File: src/design/fmsp_pkg.sv
package fmsp_pkg;

    // fixed point format of speeds, errors and sums
    localparam int FRAC_BITS = 16;

    // motors served by the shared controller
    localparam int MOTORS     = 4;
    localparam int MOTOR_BITS = 2;

    // field and register widths
    localparam int DUTY_BITS     = 10;
    localparam int TARGET_BITS   = 18;
    localparam int LIMIT_BITS    = 20;
    localparam int PGAIN_BITS    = 10;
    localparam int IGAIN_BITS    = 8;
    localparam int DGAIN_BITS    = 8;
    localparam int CFG_ADDR_BITS = 3;
    localparam int CFG_DATA_BITS = 20;
    localparam int OUT_DATA_BITS = 16;

    // datapath widths
    localparam int ERR_BITS   = 24;
    localparam int DER_BITS   = 25;
    localparam int MUL_A_BITS = 25;
    localparam int MUL_B_BITS = 10;
    localparam int PROD_BITS  = MUL_A_BITS + MUL_B_BITS + 1;
    localparam int INTEG_BITS = 40;
    localparam int ACC_BITS   = 44;

    // speed divider: 2000 in Qf divided by the edge period
    localparam int SPEED_BITS   = 27;
    localparam int DIVISOR_BITS = 15;
    localparam int DIV_STEPS    = SPEED_BITS;
    localparam int DIV_CNT_BITS = 5;
    localparam logic [SPEED_BITS-1:0] DIVIDEND = SPEED_BITS'(2000 << FRAC_BITS);
    // longest period whose speed is not below 0.099
    localparam longint SLOW_PERIOD = 20202;

    // caps of the PID terms
    localparam logic signed [PROD_BITS-1:0]  PROP_CAP  = PROD_BITS'(700 << FRAC_BITS);
    localparam logic signed [INTEG_BITS:0]   INTEG_CAP = (INTEG_BITS+1)'(5 << FRAC_BITS);
    localparam logic signed [INTEG_BITS:0]   INTEG_MIN = {2'b11, {(INTEG_BITS-1){1'b0}}};
    localparam logic signed [DER_BITS-1:0]   DER_CAP   = DER_BITS'(200 << FRAC_BITS);
    localparam logic [ACC_BITS-FRAC_BITS-1:0] DUTY_MAX = (ACC_BITS-FRAC_BITS)'(1023);

    // register reset values
    localparam logic [TARGET_BITS-1:0] TARGET_RST = TARGET_BITS'(78643);
    localparam logic [LIMIT_BITS-1:0]  LIMIT_RST  = LIMIT_BITS'(262144);
    localparam logic [PGAIN_BITS-1:0]  PGAIN_RST  = PGAIN_BITS'(140);
    localparam logic [IGAIN_BITS-1:0]  IGAIN_RST  = IGAIN_BITS'(2);
    localparam logic [DGAIN_BITS-1:0]  DGAIN_RST  = DGAIN_BITS'(50);

    // register indexes
    localparam logic [CFG_ADDR_BITS-1:0] CFG_TARGET = 3'd0;
    localparam logic [CFG_ADDR_BITS-1:0] CFG_LIMIT  = 3'd1;
    localparam logic [CFG_ADDR_BITS-1:0] CFG_PGAIN  = 3'd2;
    localparam logic [CFG_ADDR_BITS-1:0] CFG_IGAIN  = 3'd3;
    localparam logic [CFG_ADDR_BITS-1:0] CFG_DGAIN  = 3'd4;

    // input word kinds
    localparam logic MODE_EDGE = 1'b0;
    localparam logic MODE_TICK = 1'b1;

    // divider status back to the sequencer
    typedef struct packed {
        logic                  done;
        logic [SPEED_BITS-1:0] quotient;
    } div_stat_t;

endpackage

File: src/design/fmsp_div.sv
// Restoring divider, one quotient bit per cycle. Divides the fixed
// dividend (2000 in Qf) by a period of at most 15 bits.
module fmsp_div (
    input  logic                              aclk,
    input  logic                              aresetn,
    input  logic                              start,
    input  logic [fmsp_pkg::DIVISOR_BITS-1:0] divisor,
    output fmsp_pkg::div_stat_t               stat
);

    logic [fmsp_pkg::DIVISOR_BITS-1:0] rem_reg, rem_next;
    logic [fmsp_pkg::SPEED_BITS-1:0]   quo_reg, quo_next;
    logic [fmsp_pkg::DIVISOR_BITS-1:0] dvs_reg, dvs_next;
    logic [fmsp_pkg::DIV_CNT_BITS-1:0] cnt_reg, cnt_next;
    logic                              busy_reg, busy_next;
    logic                              done_reg, done_next;

    logic [fmsp_pkg::DIVISOR_BITS:0]   rem_shift;
    logic [fmsp_pkg::DIVISOR_BITS:0]   diff;
    logic                              fits;

    // one shift-subtract step
    always_comb begin
        rem_shift = {rem_reg, quo_reg[fmsp_pkg::SPEED_BITS-1]};
        fits      = rem_shift >= {1'b0, dvs_reg};
        diff      = rem_shift - {1'b0, dvs_reg};

        rem_next  = rem_reg;
        quo_next  = quo_reg;
        dvs_next  = dvs_reg;
        cnt_next  = cnt_reg;
        busy_next = busy_reg;
        done_next = 1'b0;

        if (start) begin
            rem_next  = '0;
            quo_next  = fmsp_pkg::DIVIDEND;
            dvs_next  = divisor;
            cnt_next  = '0;
            busy_next = 1'b1;
        end else if (busy_reg) begin
            rem_next = fits ? diff[fmsp_pkg::DIVISOR_BITS-1:0]
                            : rem_shift[fmsp_pkg::DIVISOR_BITS-1:0];
            quo_next = {quo_reg[fmsp_pkg::SPEED_BITS-2:0], fits};
            cnt_next = cnt_reg + 1'b1;
            if (cnt_reg == fmsp_pkg::DIV_CNT_BITS'(fmsp_pkg::DIV_STEPS - 1)) begin
                busy_next = 1'b0;
                done_next = 1'b1;
            end
        end
    end

    always_ff @(posedge aclk) begin
        if (!aresetn) begin
            busy_reg <= 1'b0;
            done_reg <= 1'b0;
            cnt_reg  <= '0;
        end else begin
            busy_reg <= busy_next;
            done_reg <= done_next;
            cnt_reg  <= cnt_next;
        end
    end

    always_ff @(posedge aclk) begin
        rem_reg <= rem_next;
        quo_reg <= quo_next;
        dvs_reg <= dvs_next;
    end

    assign stat.done     = done_reg;
    assign stat.quotient = quo_reg;

endmodule

File: src/design/fmsp_mul.sv
// Shared signed-by-unsigned multiplier, product registered.
module fmsp_mul (
    input  logic                                   aclk,
    input  logic signed [fmsp_pkg::MUL_A_BITS-1:0] a,
    input  logic        [fmsp_pkg::MUL_B_BITS-1:0] b,
    output logic signed [fmsp_pkg::PROD_BITS-1:0]  prod
);

    logic signed [fmsp_pkg::PROD_BITS-1:0] prod_reg, prod_next;

    always_comb begin
        prod_next = fmsp_pkg::PROD_BITS'(a) * fmsp_pkg::PROD_BITS'($signed({1'b0, b}));
    end

    always_ff @(posedge aclk) begin
        prod_reg <= prod_next;
    end

    assign prod = prod_reg;

endmodule

File: src/design/four_motor_speed_pid_unit.sv
// Four-motor speed controller sharing one PID datapath. Edge words (tuser
// mode 0) record the period between encoder edges of one motor. Control
// ticks (mode 1) serve the motors in turn 1,2,3,0: speed is 2000/period in
// Q16 (0 for periods above 20202), and below speed_limit one PID step
// updates that motor's duty. A zero period skips straight to the result;
// otherwise the speed is forced to zero or divided out by the 27-step
// restoring divider before the PID step. The PID terms go through one
// shared multiplier and one 44-bit adder. The input is not ready while a
// tick is being worked and takes the next word in the cycle after the
// result is loaded; the result sits in an output register, so edge words
// keep flowing while it waits. m_axis_tlast marks the tick that served
// motor 0.
module four_motor_speed_pid_unit #(
    parameter int STAMP_BITS = 16
) (
    input  logic                                     aclk,
    input  logic                                     aresetn,
    // input words
    input  logic                                     s_axis_tvalid,
    output logic                                     s_axis_tready,
    input  logic [((STAMP_BITS+7)/8)*8-1:0]          s_axis_tdata,  // stamp
    input  logic [2:0]                               s_axis_tuser,  // mode, motor_sel
    // result words
    output logic                                     m_axis_tvalid,
    input  logic                                     m_axis_tready,
    output logic [fmsp_pkg::OUT_DATA_BITS-1:0]       m_axis_tdata,  // motor_id, duty
    output logic                                     m_axis_tuser,  // updated
    output logic                                     m_axis_tlast,  // round_end
    // configuration
    input  logic                                     cfg_we,
    input  logic [fmsp_pkg::CFG_ADDR_BITS-1:0]       cfg_addr,
    input  logic [fmsp_pkg::CFG_DATA_BITS-1:0]       cfg_wdata
);

    // period width for the compares, never narrower than the divisor
    localparam int PW = ((STAMP_BITS > fmsp_pkg::DIVISOR_BITS) ? STAMP_BITS
                                                              : fmsp_pkg::DIVISOR_BITS) + 1;

    typedef enum logic [3:0] {
        S_IDLE, S_LOAD, S_DIV, S_CHECK, S_MULP, S_MULI, S_MULD,
        S_ADDI, S_ADDD, S_CLAMP, S_DONE
    } state_t;

    typedef logic [STAMP_BITS-1:0]                      stamp_t;
    typedef logic signed [fmsp_pkg::INTEG_BITS-1:0]     integ_t;
    typedef logic signed [fmsp_pkg::ERR_BITS-1:0]       err_t;
    typedef logic [fmsp_pkg::DUTY_BITS-1:0]             duty_t;

    state_t state_reg, state_next;

    // configuration
    logic [fmsp_pkg::TARGET_BITS-1:0] target_reg, target_next;
    logic [fmsp_pkg::LIMIT_BITS-1:0]  limit_reg, limit_next;
    logic [fmsp_pkg::PGAIN_BITS-1:0]  pgain_reg, pgain_next;
    logic [fmsp_pkg::IGAIN_BITS-1:0]  igain_reg, igain_next;
    logic [fmsp_pkg::DGAIN_BITS-1:0]  dgain_reg, dgain_next;

    // per-motor state
    stamp_t last_stamp_reg [fmsp_pkg::MOTORS];
    stamp_t last_stamp_next[fmsp_pkg::MOTORS];
    stamp_t period_reg     [fmsp_pkg::MOTORS];
    stamp_t period_next    [fmsp_pkg::MOTORS];
    integ_t integ_reg      [fmsp_pkg::MOTORS];
    integ_t integ_next     [fmsp_pkg::MOTORS];
    err_t   prev_err_reg   [fmsp_pkg::MOTORS];
    err_t   prev_err_next  [fmsp_pkg::MOTORS];
    duty_t  duty_reg       [fmsp_pkg::MOTORS];
    duty_t  duty_next      [fmsp_pkg::MOTORS];

    logic [fmsp_pkg::MOTOR_BITS-1:0] ptr_reg, ptr_next;
    logic                            wrap_reg, wrap_next;
    logic                            upd_reg, upd_next;

    // working registers of one tick
    logic [fmsp_pkg::SPEED_BITS-1:0]      speed_reg, speed_next;
    err_t                                 err_reg, err_next;
    logic signed [fmsp_pkg::DER_BITS-1:0] der_reg, der_next;
    logic signed [fmsp_pkg::ACC_BITS-1:0] acc_reg, acc_next;

    // output register
    logic                                 m_valid_reg, m_valid_next;
    logic [fmsp_pkg::MOTOR_BITS-1:0]      out_id_reg, out_id_next;
    duty_t                                out_duty_reg, out_duty_next;
    logic                                 out_upd_reg, out_upd_next;
    logic                                 out_last_reg, out_last_next;

    // shared units
    logic                                   div_start;
    logic [fmsp_pkg::DIVISOR_BITS-1:0]      div_divisor;
    fmsp_pkg::div_stat_t                    div_stat;
    logic signed [fmsp_pkg::MUL_A_BITS-1:0] mul_a;
    logic [fmsp_pkg::MUL_B_BITS-1:0]        mul_b;
    logic signed [fmsp_pkg::PROD_BITS-1:0]  prod;

    // input fields
    logic                            in_mode;
    logic [fmsp_pkg::MOTOR_BITS-1:0] in_sel;
    stamp_t                          in_stamp;

    // helpers
    logic [fmsp_pkg::MOTOR_BITS:0]          ptr_plus;
    logic [PW-1:0]                          p_wide;
    err_t                                   err_c;
    logic signed [fmsp_pkg::DER_BITS-1:0]   der_c;
    logic signed [fmsp_pkg::INTEG_BITS:0]   integ_sum;
    logic [fmsp_pkg::ACC_BITS-fmsp_pkg::FRAC_BITS-1:0] whole;

    assign in_mode  = s_axis_tuser[0];
    assign in_sel   = s_axis_tuser[2:1];
    assign in_stamp = s_axis_tdata[STAMP_BITS-1:0];

    assign s_axis_tready = (state_reg == S_IDLE);
    assign m_axis_tvalid = m_valid_reg;
    assign m_axis_tdata  = fmsp_pkg::OUT_DATA_BITS'({out_duty_reg, out_id_reg});
    assign m_axis_tuser  = out_upd_reg;
    assign m_axis_tlast  = out_last_reg;

    fmsp_div u_div (
        .aclk    (aclk),
        .aresetn (aresetn),
        .start   (div_start),
        .divisor (div_divisor),
        .stat    (div_stat)
    );

    fmsp_mul u_mul (
        .aclk (aclk),
        .a    (mul_a),
        .b    (mul_b),
        .prod (prod)
    );

    // multiplier operand select: issued in the state before the product is used
    always_comb begin
        case (state_reg)
            S_CHECK: begin
                mul_a = fmsp_pkg::MUL_A_BITS'(err_c);
                mul_b = pgain_reg;
            end
            S_MULP: begin
                mul_a = fmsp_pkg::MUL_A_BITS'(err_reg);
                mul_b = fmsp_pkg::MUL_B_BITS'(igain_reg);
            end
            S_MULI: begin
                mul_a = der_reg;
                mul_b = fmsp_pkg::MUL_B_BITS'(dgain_reg);
            end
            default: begin
                mul_a = fmsp_pkg::MUL_A_BITS'(err_reg);
                mul_b = pgain_reg;
            end
        endcase
    end

    // datapath helpers
    always_comb begin
        ptr_plus    = {1'b0, ptr_reg} + 1'b1;
        p_wide      = PW'(period_reg[ptr_reg]);
        div_divisor = fmsp_pkg::DIVISOR_BITS'(p_wide);
        err_c       = $signed(fmsp_pkg::ERR_BITS'(target_reg))
                    - $signed(fmsp_pkg::ERR_BITS'(speed_reg[fmsp_pkg::LIMIT_BITS-1:0]));
        der_c       = fmsp_pkg::DER_BITS'(err_c) - fmsp_pkg::DER_BITS'(prev_err_reg[ptr_reg]);
        integ_sum   = (fmsp_pkg::INTEG_BITS+1)'(integ_reg[ptr_reg])
                    + (fmsp_pkg::INTEG_BITS+1)'(prod);
        whole       = acc_reg[fmsp_pkg::ACC_BITS-1:fmsp_pkg::FRAC_BITS];
    end

    // sequencer
    always_comb begin
        state_next      = state_reg;
        target_next     = target_reg;
        limit_next      = limit_reg;
        pgain_next      = pgain_reg;
        igain_next      = igain_reg;
        dgain_next      = dgain_reg;
        last_stamp_next = last_stamp_reg;
        period_next     = period_reg;
        integ_next      = integ_reg;
        prev_err_next   = prev_err_reg;
        duty_next       = duty_reg;
        ptr_next        = ptr_reg;
        wrap_next       = wrap_reg;
        upd_next        = upd_reg;
        speed_next      = speed_reg;
        err_next        = err_reg;
        der_next        = der_reg;
        acc_next        = acc_reg;
        m_valid_next    = m_valid_reg;
        out_id_next     = out_id_reg;
        out_duty_next   = out_duty_reg;
        out_upd_next    = out_upd_reg;
        out_last_next   = out_last_reg;
        div_start       = 1'b0;

        // register writes
        if (cfg_we) begin
            case (cfg_addr)
                fmsp_pkg::CFG_TARGET: target_next = cfg_wdata[fmsp_pkg::TARGET_BITS-1:0];
                fmsp_pkg::CFG_LIMIT:  limit_next  = cfg_wdata[fmsp_pkg::LIMIT_BITS-1:0];
                fmsp_pkg::CFG_PGAIN:  pgain_next  = cfg_wdata[fmsp_pkg::PGAIN_BITS-1:0];
                fmsp_pkg::CFG_IGAIN:  igain_next  = cfg_wdata[fmsp_pkg::IGAIN_BITS-1:0];
                fmsp_pkg::CFG_DGAIN:  dgain_next  = cfg_wdata[fmsp_pkg::DGAIN_BITS-1:0];
                default: ;
            endcase
        end

        // result word taken
        if (m_valid_reg && m_axis_tready) begin
            m_valid_next = 1'b0;
        end

        case (state_reg)
            S_IDLE: begin
                if (s_axis_tvalid) begin
                    if (in_mode == fmsp_pkg::MODE_TICK) begin
                        // advance round-robin pointer
                        if (ptr_plus == (fmsp_pkg::MOTOR_BITS+1)'(fmsp_pkg::MOTORS)) begin
                            ptr_next  = '0;
                            wrap_next = 1'b1;
                        end else begin
                            ptr_next  = ptr_plus[fmsp_pkg::MOTOR_BITS-1:0];
                            wrap_next = 1'b0;
                        end
                        state_next = S_LOAD;
                    end else if ({1'b0, in_sel} <
                                 (fmsp_pkg::MOTOR_BITS+1)'(fmsp_pkg::MOTORS)) begin
                        // encoder edge: period since last edge
                        period_next[in_sel]     = in_stamp - last_stamp_reg[in_sel];
                        last_stamp_next[in_sel] = in_stamp;
                    end
                end
            end
            S_LOAD: begin
                if (p_wide == '0) begin
                    upd_next   = 1'b0;
                    state_next = S_DONE;
                end else if (p_wide > PW'(fmsp_pkg::SLOW_PERIOD)) begin
                    speed_next = '0;
                    state_next = S_CHECK;
                end else begin
                    div_start  = 1'b1;
                    state_next = S_DIV;
                end
            end
            S_DIV: begin
                if (div_stat.done) begin
                    speed_next = div_stat.quotient;
                    state_next = S_CHECK;
                end
            end
            S_CHECK: begin
                if (speed_reg >= fmsp_pkg::SPEED_BITS'(limit_reg)) begin
                    upd_next   = 1'b0;
                    state_next = S_DONE;
                end else if (target_reg == '0 && speed_reg == '0) begin
                    // stopped with zero setpoint: force duty off
                    upd_next           = 1'b1;
                    duty_next[ptr_reg] = '0;
                    state_next         = S_DONE;
                end else begin
                    upd_next   = 1'b1;
                    err_next   = err_c;
                    der_next   = (der_c > fmsp_pkg::DER_CAP) ? fmsp_pkg::DER_CAP : der_c;
                    state_next = S_MULP;
                end
            end
            S_MULP: begin
                // proportional term, capped above
                acc_next   = fmsp_pkg::ACC_BITS'((prod > fmsp_pkg::PROP_CAP)
                                                 ? fmsp_pkg::PROP_CAP : prod);
                state_next = S_MULI;
            end
            S_MULI: begin
                // integral update with saturation both ways
                if (integ_sum > fmsp_pkg::INTEG_CAP) begin
                    integ_next[ptr_reg] = fmsp_pkg::INTEG_BITS'(fmsp_pkg::INTEG_CAP);
                end else if (integ_sum < fmsp_pkg::INTEG_MIN) begin
                    integ_next[ptr_reg] = fmsp_pkg::INTEG_BITS'(fmsp_pkg::INTEG_MIN);
                end else begin
                    integ_next[ptr_reg] = fmsp_pkg::INTEG_BITS'(integ_sum);
                end
                prev_err_next[ptr_reg] = err_reg;
                state_next             = S_MULD;
            end
            S_MULD: begin
                acc_next   = acc_reg + fmsp_pkg::ACC_BITS'(prod);
                state_next = S_ADDI;
            end
            S_ADDI: begin
                acc_next   = acc_reg + fmsp_pkg::ACC_BITS'(integ_reg[ptr_reg]);
                state_next = S_ADDD;
            end
            S_ADDD: begin
                acc_next   = $signed(acc_reg + fmsp_pkg::ACC_BITS'(
                                 {duty_reg[ptr_reg], {fmsp_pkg::FRAC_BITS{1'b0}}}));
                state_next = S_CLAMP;
            end
            S_CLAMP: begin
                if (acc_reg <= 0) begin
                    duty_next[ptr_reg] = '0;
                end else if (whole > fmsp_pkg::DUTY_MAX) begin
                    duty_next[ptr_reg] = fmsp_pkg::DUTY_BITS'(fmsp_pkg::DUTY_MAX);
                end else begin
                    duty_next[ptr_reg] = whole[fmsp_pkg::DUTY_BITS-1:0];
                end
                state_next = S_DONE;
            end
            S_DONE: begin
                // hand result to the output register once it is free
                if (!m_valid_reg || m_axis_tready) begin
                    m_valid_next  = 1'b1;
                    out_id_next   = ptr_reg;
                    out_duty_next = duty_reg[ptr_reg];
                    out_upd_next  = upd_reg;
                    out_last_next = wrap_reg;
                    state_next    = S_IDLE;
                end
            end
            default: state_next = S_IDLE;
        endcase
    end

    // control and per-motor state
    always_ff @(posedge aclk) begin
        if (!aresetn) begin
            state_reg   <= S_IDLE;
            target_reg  <= fmsp_pkg::TARGET_RST;
            limit_reg   <= fmsp_pkg::LIMIT_RST;
            pgain_reg   <= fmsp_pkg::PGAIN_RST;
            igain_reg   <= fmsp_pkg::IGAIN_RST;
            dgain_reg   <= fmsp_pkg::DGAIN_RST;
            ptr_reg     <= '0;
            wrap_reg    <= 1'b0;
            upd_reg     <= 1'b0;
            m_valid_reg <= 1'b0;
            for (int i = 0; i < fmsp_pkg::MOTORS; i++) begin
                last_stamp_reg[i] <= '0;
                period_reg[i]     <= '0;
                integ_reg[i]      <= '0;
                prev_err_reg[i]   <= '0;
                duty_reg[i]       <= '0;
            end
        end else begin
            state_reg      <= state_next;
            target_reg     <= target_next;
            limit_reg      <= limit_next;
            pgain_reg      <= pgain_next;
            igain_reg      <= igain_next;
            dgain_reg      <= dgain_next;
            ptr_reg        <= ptr_next;
            wrap_reg       <= wrap_next;
            upd_reg        <= upd_next;
            m_valid_reg    <= m_valid_next;
            last_stamp_reg <= last_stamp_next;
            period_reg     <= period_next;
            integ_reg      <= integ_next;
            prev_err_reg   <= prev_err_next;
            duty_reg       <= duty_next;
        end
    end

    // working and output payload
    always_ff @(posedge aclk) begin
        speed_reg    <= speed_next;
        err_reg      <= err_next;
        der_reg      <= der_next;
        acc_reg      <= acc_next;
        out_id_reg   <= out_id_next;
        out_duty_reg <= out_duty_next;
        out_upd_reg  <= out_upd_next;
        out_last_reg <= out_last_next;
    end

endmodule

File: config.mk
export PLATFORM = sky130hd
export DESIGN_NAME = four_motor_speed_pid_unit
export DESIGN_NICKNAME = d
export VERILOG_FILES = /design/src/design/fmsp_pkg.sv /design/src/design/fmsp_div.sv /design/src/design/fmsp_mul.sv /design/src/design/four_motor_speed_pid_unit.sv
export SDC_FILE = /design/constraint.sdc
export NUM_CORES = 2
export LEC_CHECK = 0
export ABC_AREA = 1
export ABC_CLOCK_PERIOD_IN_PS = 8100
export BUFFER_PORTS_ARGS = -buffer_cell sky130_fd_sc_hd__buf_2
export CAP_MARGIN = 25
export CORE_UTILIZATION = 39
export DETAILED_ROUTE_END_ITERATION = 8
export MAX_ROUTING_LAYER = met4
export SLEW_MARGIN = 20
export SYNTH_ARGS = -nofsm -noshare
export SYNTH_HDL_FRONTEND = slang
export SYNTH_SLANG_ARGS = --single-unit
File: constraint.sdc
create_clock -name aclk -period 8.1 [get_ports aclk]
set_input_delay 1.215 -clock aclk [delete_from_list [all_inputs] [get_ports aclk]]
set_output_delay 1.215 -clock aclk [all_outputs]
set_load 0.05 [all_outputs]
After elaboration in Yosys (flattened, before gate mapping)
Cells that the tools add are included.
{ "op_classes": {"n_addsub": 10, "n_mul": 1, "magnitude_cmp": 13, "n_eq_ne": 25, "mux": 68, "n_bitwise": 16, "n_reduce_logical": 30} }
{ "op_table": {"columns": ["operator", "n"], "rows": [
  ["$mux W160", 2],
  ["$mux W40", 7],
  ["$pmux W44 S4", 1],
  ["$bwmux W160", 1],
  ["$and A156 B156 Y156", 1],
  ["$not A156 Y156", 1],
  ["$and A152 B152 Y152", 1],
  ["$not A152 Y152", 1],
  ["$bwmux W64", 2],
  ["$bwmux W96", 1],
  ["$mux W27", 3],
  ["$bmux W40 S2", 1],
  ["$demux W40 S2", 1],
  ["$mux W16", 5],
  ["$pmux W40 S2", 1],
  ["$mux W24", 3],
  ["$bmux W16 S2", 2],
  ["$pmux W27 S2", 1],
  ["$pmux W25 S2", 1],
  ["$bmux W24 S2", 1],
  ["$demux W24 S2", 1],
  ["$add A44 B26 Y44", 1],
  ["$add A44 B36 Y44", 1],
  ["$add A44 B40 Y44", 1],
  ["64 further kinds", 122]
]} }
{ "totals": {"ff_bits": 728, "word_cells": 208} }

Depth between registers and ports, before layout
{ "logic_depth": {"ltp_word": 10, "depth_mapped": 41} }

Hierarchy
From an unflattened synthesis, not the netlist that was laid out.
{ "hier_totals": {"hier_cells": 8865, "hier_area_um2": 56800.7} }
{ "by_module_without_submodules": {"columns": ["mod", "n_inst", "cells_each", "area_each_um2"], "rows": [
  ["four_motor_speed_pid_unit", 1, 6817, 42323.1],
  ["fmsp_mul", 1, 1558, 10864.2],
  ["fmsp_div", 1, 490, 3613.5]
]} }

Worst setup path before layout
OpenSTA, ideal clock, no wires.
{ "synth_path": {"path_kind": "flip-flop to flip-flop", "start": "register speed_reg[0] in the netlist's numbering", "end": "register u_mul.prod_reg (netlist bit u_mul.prod[31])", "arrival_ns": 6.901, "slack_ns": 1.077, "path_stages_with_launch": 32, "n_path_buf": 1, "cell_sequence": "edfxtp_1 ha_1 fa_1 nor3_1 nor2_1 o21ai_0 nand3_1 nand2_1 a21o_1 a21boi_0 o21ai_0 nand2_1 nand2_1 nand3_1 nand2_1 buf_2 nor2_1 fa_1 inv_1 fa_1 fa_1 fa_1 fa_1 inv_1 ha_1 nand2_1 nor2_1 inv_1 nor2_1 a221oi_1 nand2_1 xor2_1"} }
{ "synth_between": {"elab_chain_cells": 3} }
{ "synth_lines": {"columns": ["element", "line_no", "source"], "rows": [
  ["start, declared", "four_motor_speed_pid_unit.sv:75", "logic [fmsp_pkg::SPEED_BITS-1:0] speed_reg, speed_next;"],
  ["start signal, assigned", "four_motor_speed_pid_unit.sv:364", "speed_reg <= speed_next;"],
  ["$sub A18 B20 Y21", "four_motor_speed_pid_unit.sv:161", "- $signed(fmsp_pkg::ERR_BITS'(speed_reg[fmsp_pkg::LIMIT_BITS-1:0]));"],
  ["net err_c[20]", "four_motor_speed_pid_unit.sv:103", "err_t err_c;"],
  ["$pmux W25 S2", "four_motor_speed_pid_unit.sv:135", "case (state_reg)"],
  ["$mul A25 B11 Y36", "fmsp_mul.sv:12", "prod_next = fmsp_pkg::PROD_BITS'(a) * fmsp_pkg::PROD_BITS'($signed({1'b0, b}));"],
  ["net u_mul.prod_next (one bit)", "fmsp_mul.sv:9", "logic signed [fmsp_pkg::PROD_BITS-1:0] prod_reg, prod_next;"],
  ["end signal, assigned", "fmsp_mul.sv:16", "prod_reg <= prod_next;"],
  ["end, declared", "fmsp_mul.sv:9", null]
]} }
The timed path passes the listed nets, and every way through them passes these cells.
A chain may end at the register's enable or synchronous reset.

Worst setup path in the final report
{ "layout_path": {"start": "register speed_reg[0] in the netlist's numbering", "end": "register u_mul.prod_reg (netlist bit u_mul.prod[30])"} }
Same word-level chain as after synthesis.

==> results.txt <==
Flop pwr share: 23.2%
Largest net degree at the start of global routing: 157
Crit Path Max Fanout: 8
Worst EP required: 8.71 ns
Min Hold Slack: 0.449 ns
Final nets: 8461
CTS tree: yes
Layout cells sized above 1: 4.40%
Worst-Margin Slew: 1.06 ns
Combinational share of power: 56.8%
Largest cells by area after synthesis: dfxtp_1 21%, nand2_1 13%, fa_1 8.3%
CP arrival: 8.17 ns
Avg WL per Cell: 17.9 microns
Max FFs per register: 160
Commonest non-fill, non-tap cell in the layout: nand2_1
P_sw: 10.2 mW
Drt drc: 0
Tcrit/Tclk final: 93.3%
Number of fillers in the final layout: 14200
Maximum clock rate: 132 MHz
Placed cell area: 55700 sq um
Setup_tns: 0 ns
Post-synth top area share: 21.2%
Avg Inst Size Synth: 6.69 sq um
Routed vias/inst: 5.25
Setup violations, final: 0
Placer Congestion: 0.974
Max Slew Vio Count: 0
Remaining Overflow, GRT: 0
VDD IR max: 0.300 mV
Clock transition at path regs: 0.07 ns
Port bufs: 62
Initial detailed-routing violation count: 4077
Startpoint Class: register
Yosys warns: 0
Cell area after synthesis: 53800 sq um
Final Hold Viols: 0
Syn Inst Count: 8044
Fin crit period: 7.56 ns
DP HPWL: 126000 microns
Post-route ant nets: 0
Count of different cell masters after synthesis: 61
Primary FF master, synth: dfxtp_1
Die width: 373 microns
Leakage power: 27.1 nW
CP peak stage delay: 0.54 ns
PwrDens: 346 nW/um^2
CORE AREA: 136000 sq um
Outcome: complete, no violations
Max-slew headroom: 28.8%
Post-route setup slack: 0.540 ns
Cell taking the most area after synthesis: dfxtp_1
DIE AREA: 139000 sq um
Cell area after layout: 58800 sq um
Global-route wire length before repair: 275000 microns
H-tree depth: 3
Net Sw Frac: 49.9%
Starting Density: 39.5%
Crit end category: register
Die height: 373 microns
Sequential fraction of the synthesis area: 29.4%
Detailed-route via count: 51300
RSZ-0062 raised after global routing: false
Clk_skew: 0.0518 ns
Cts bufs inserted: 88
Yosys reg bits: 716
Most frequent CP cell: fa_1
Worst slack at placement: 0.359 ns
Antenna violations before repair: 2
Reg2Reg Setup Slack: 0.54 ns
Clock tree buffer depth: 3
Post-synth EDFFs: 146
Latest clock arrival within the worst-skew pair: 0.72 ns
Vias in the first global route: 48400
Critical path class: register to register
Hold-fix buffers at CTS: 0
Worst min-delay path class: register to register
Fraction of registers with async set/reset: 0%
Total routed wirelength: 175000 microns
Total GRT Usage: 25.4%
Area growth from synthesis to layout: 9.18%
Most frequent cells in the layout: 1837 x nand2_1, 1185 x inv_1, 1071 x nor2_1
Internal power: 10.2 mW
Max cap viols: 0
First-pass DRT Iterations: 8
Clock power share: 20.0%
Row Count: 135
Clock Sinks: 716
Root buf cell: clkbuf_16
# IOs: 67
Slowest-stage cell, CP: fa_1
Total Power: 20.3 mW
synthesized netlist by cell type (18+ instances only):
library cell / instances
nand2_1: 1842
inv_1: 1189
nor2_1: 1079
o21ai_0: 801
dfxtp_1: 570
a21oi_1: 548
nand3_1: 367
ha_1: 267
clkbuf_1: 257
fa_1: 224
edfxtp_1: 146
xor2_1: 87
buf_2: 69
nor3_1: 52
o21ai_1: 47
o22ai_1: 41
o211ai_1: 40
xnor2_1: 39
nand4_1: 35
nor4_1: 27
a211oi_1: 26
buf_1: 26
o221ai_1: 26
a22o_1: 25
a31oi_1: 24
buf_4: 20
a221oi_1: 18
stage by stage:
stage          util, %  instances
6_report          43.2       9778
5_1_grt           43.2       9777
4_1_cts           43.1       9774
3_5_place_dp      40.9       9613
3_3_place_gp      40.9       9611
2_1_floorplan        -       8047
layout make-up:
| type | instances | area [sq um] | area share, % |
|---|---|---|---|
| Multi-Input combinational cell | 5752 | 32000 | 54.5 |
| Tap cell | 1781 | 2230 | 3.79 |
| Timing Repair Buffer | 160 | 1170 | 1.99 |
| Sequential cell | 716 | 15800 | 26.9 |
| Antenna cell | 3 | 7.51 | 0.0128 |
| Clock buffer | 139 | 2640 | 4.49 |
| Inverter | 1205 | 4530 | 7.71 |
| Clock inverter | 22 | 332 | 0.564 |
critical path: cells and delay by family (launching register included):
kind,cells,cell delay (ns)
and+or+nand+nor,7,1.05
buffers and inverters,4,0.30
AOI/OAI and AO/OA,9,1.68
adders and majority gates,8,3.58
DFF,1,0.41
xor gates and xnor gates,2,0.37
path summary, 6_finish.rpt:
| path | startpoint | end | cells past startpoint |
|---|---|---|---|
| hold / removal | prev_err_reg[75] | prev_err_reg[75] | 2 |
| setup / recovery | speed_reg[0] | u_mul.prod[30] | 30 |
| setup reg to reg | speed_reg[0] | u_mul.prod[30] | 30 |
| hold reg to reg | prev_err_reg[75] | prev_err_reg[75] | 2 |
logic make-up (layout without fill, tap and decap cells):
family	count (synthesis)	count (layout)	share of synthesized area, %
fa+ha+maj	491	491	14.5
simple gates	3445	3445	25.5
mux	4	4	0.0837
xor+xnor	127	127	2.08
other cells	1	7	0.00697
compound gates	1681	1681	17.0
buf+inv	1579	1526	11.3
flops	716	716	29.4
routing by layer:
| layer | part of all wire [%] | track usage, % |
|---|---|---|
| met3 | 6.2 | 3.48 |
| met5 | 0 | - |
| met1 | 45 | 33.1 |
| met2 | 46 | 40.6 |
| met4 | 3.0 | 7.78 |
power by group through the flow:
stage	logic [mW]	registers, mW	clock network, mW
floorplan	8.44	4.52	0
global placement	11.3	4.77	0
detailed placement	11.4	4.78	0
CTS	11.5	4.70	4.16
global route	13.0	4.74	4.29
finish	11.6	4.71	4.07
timing repair:
action                                  in CTS  in global routing
buffers inserted                             0                  0
endpoints found under the setup margin       0                  9
resized for setup                            0                  6
Power figures use the tool's default switching activity.
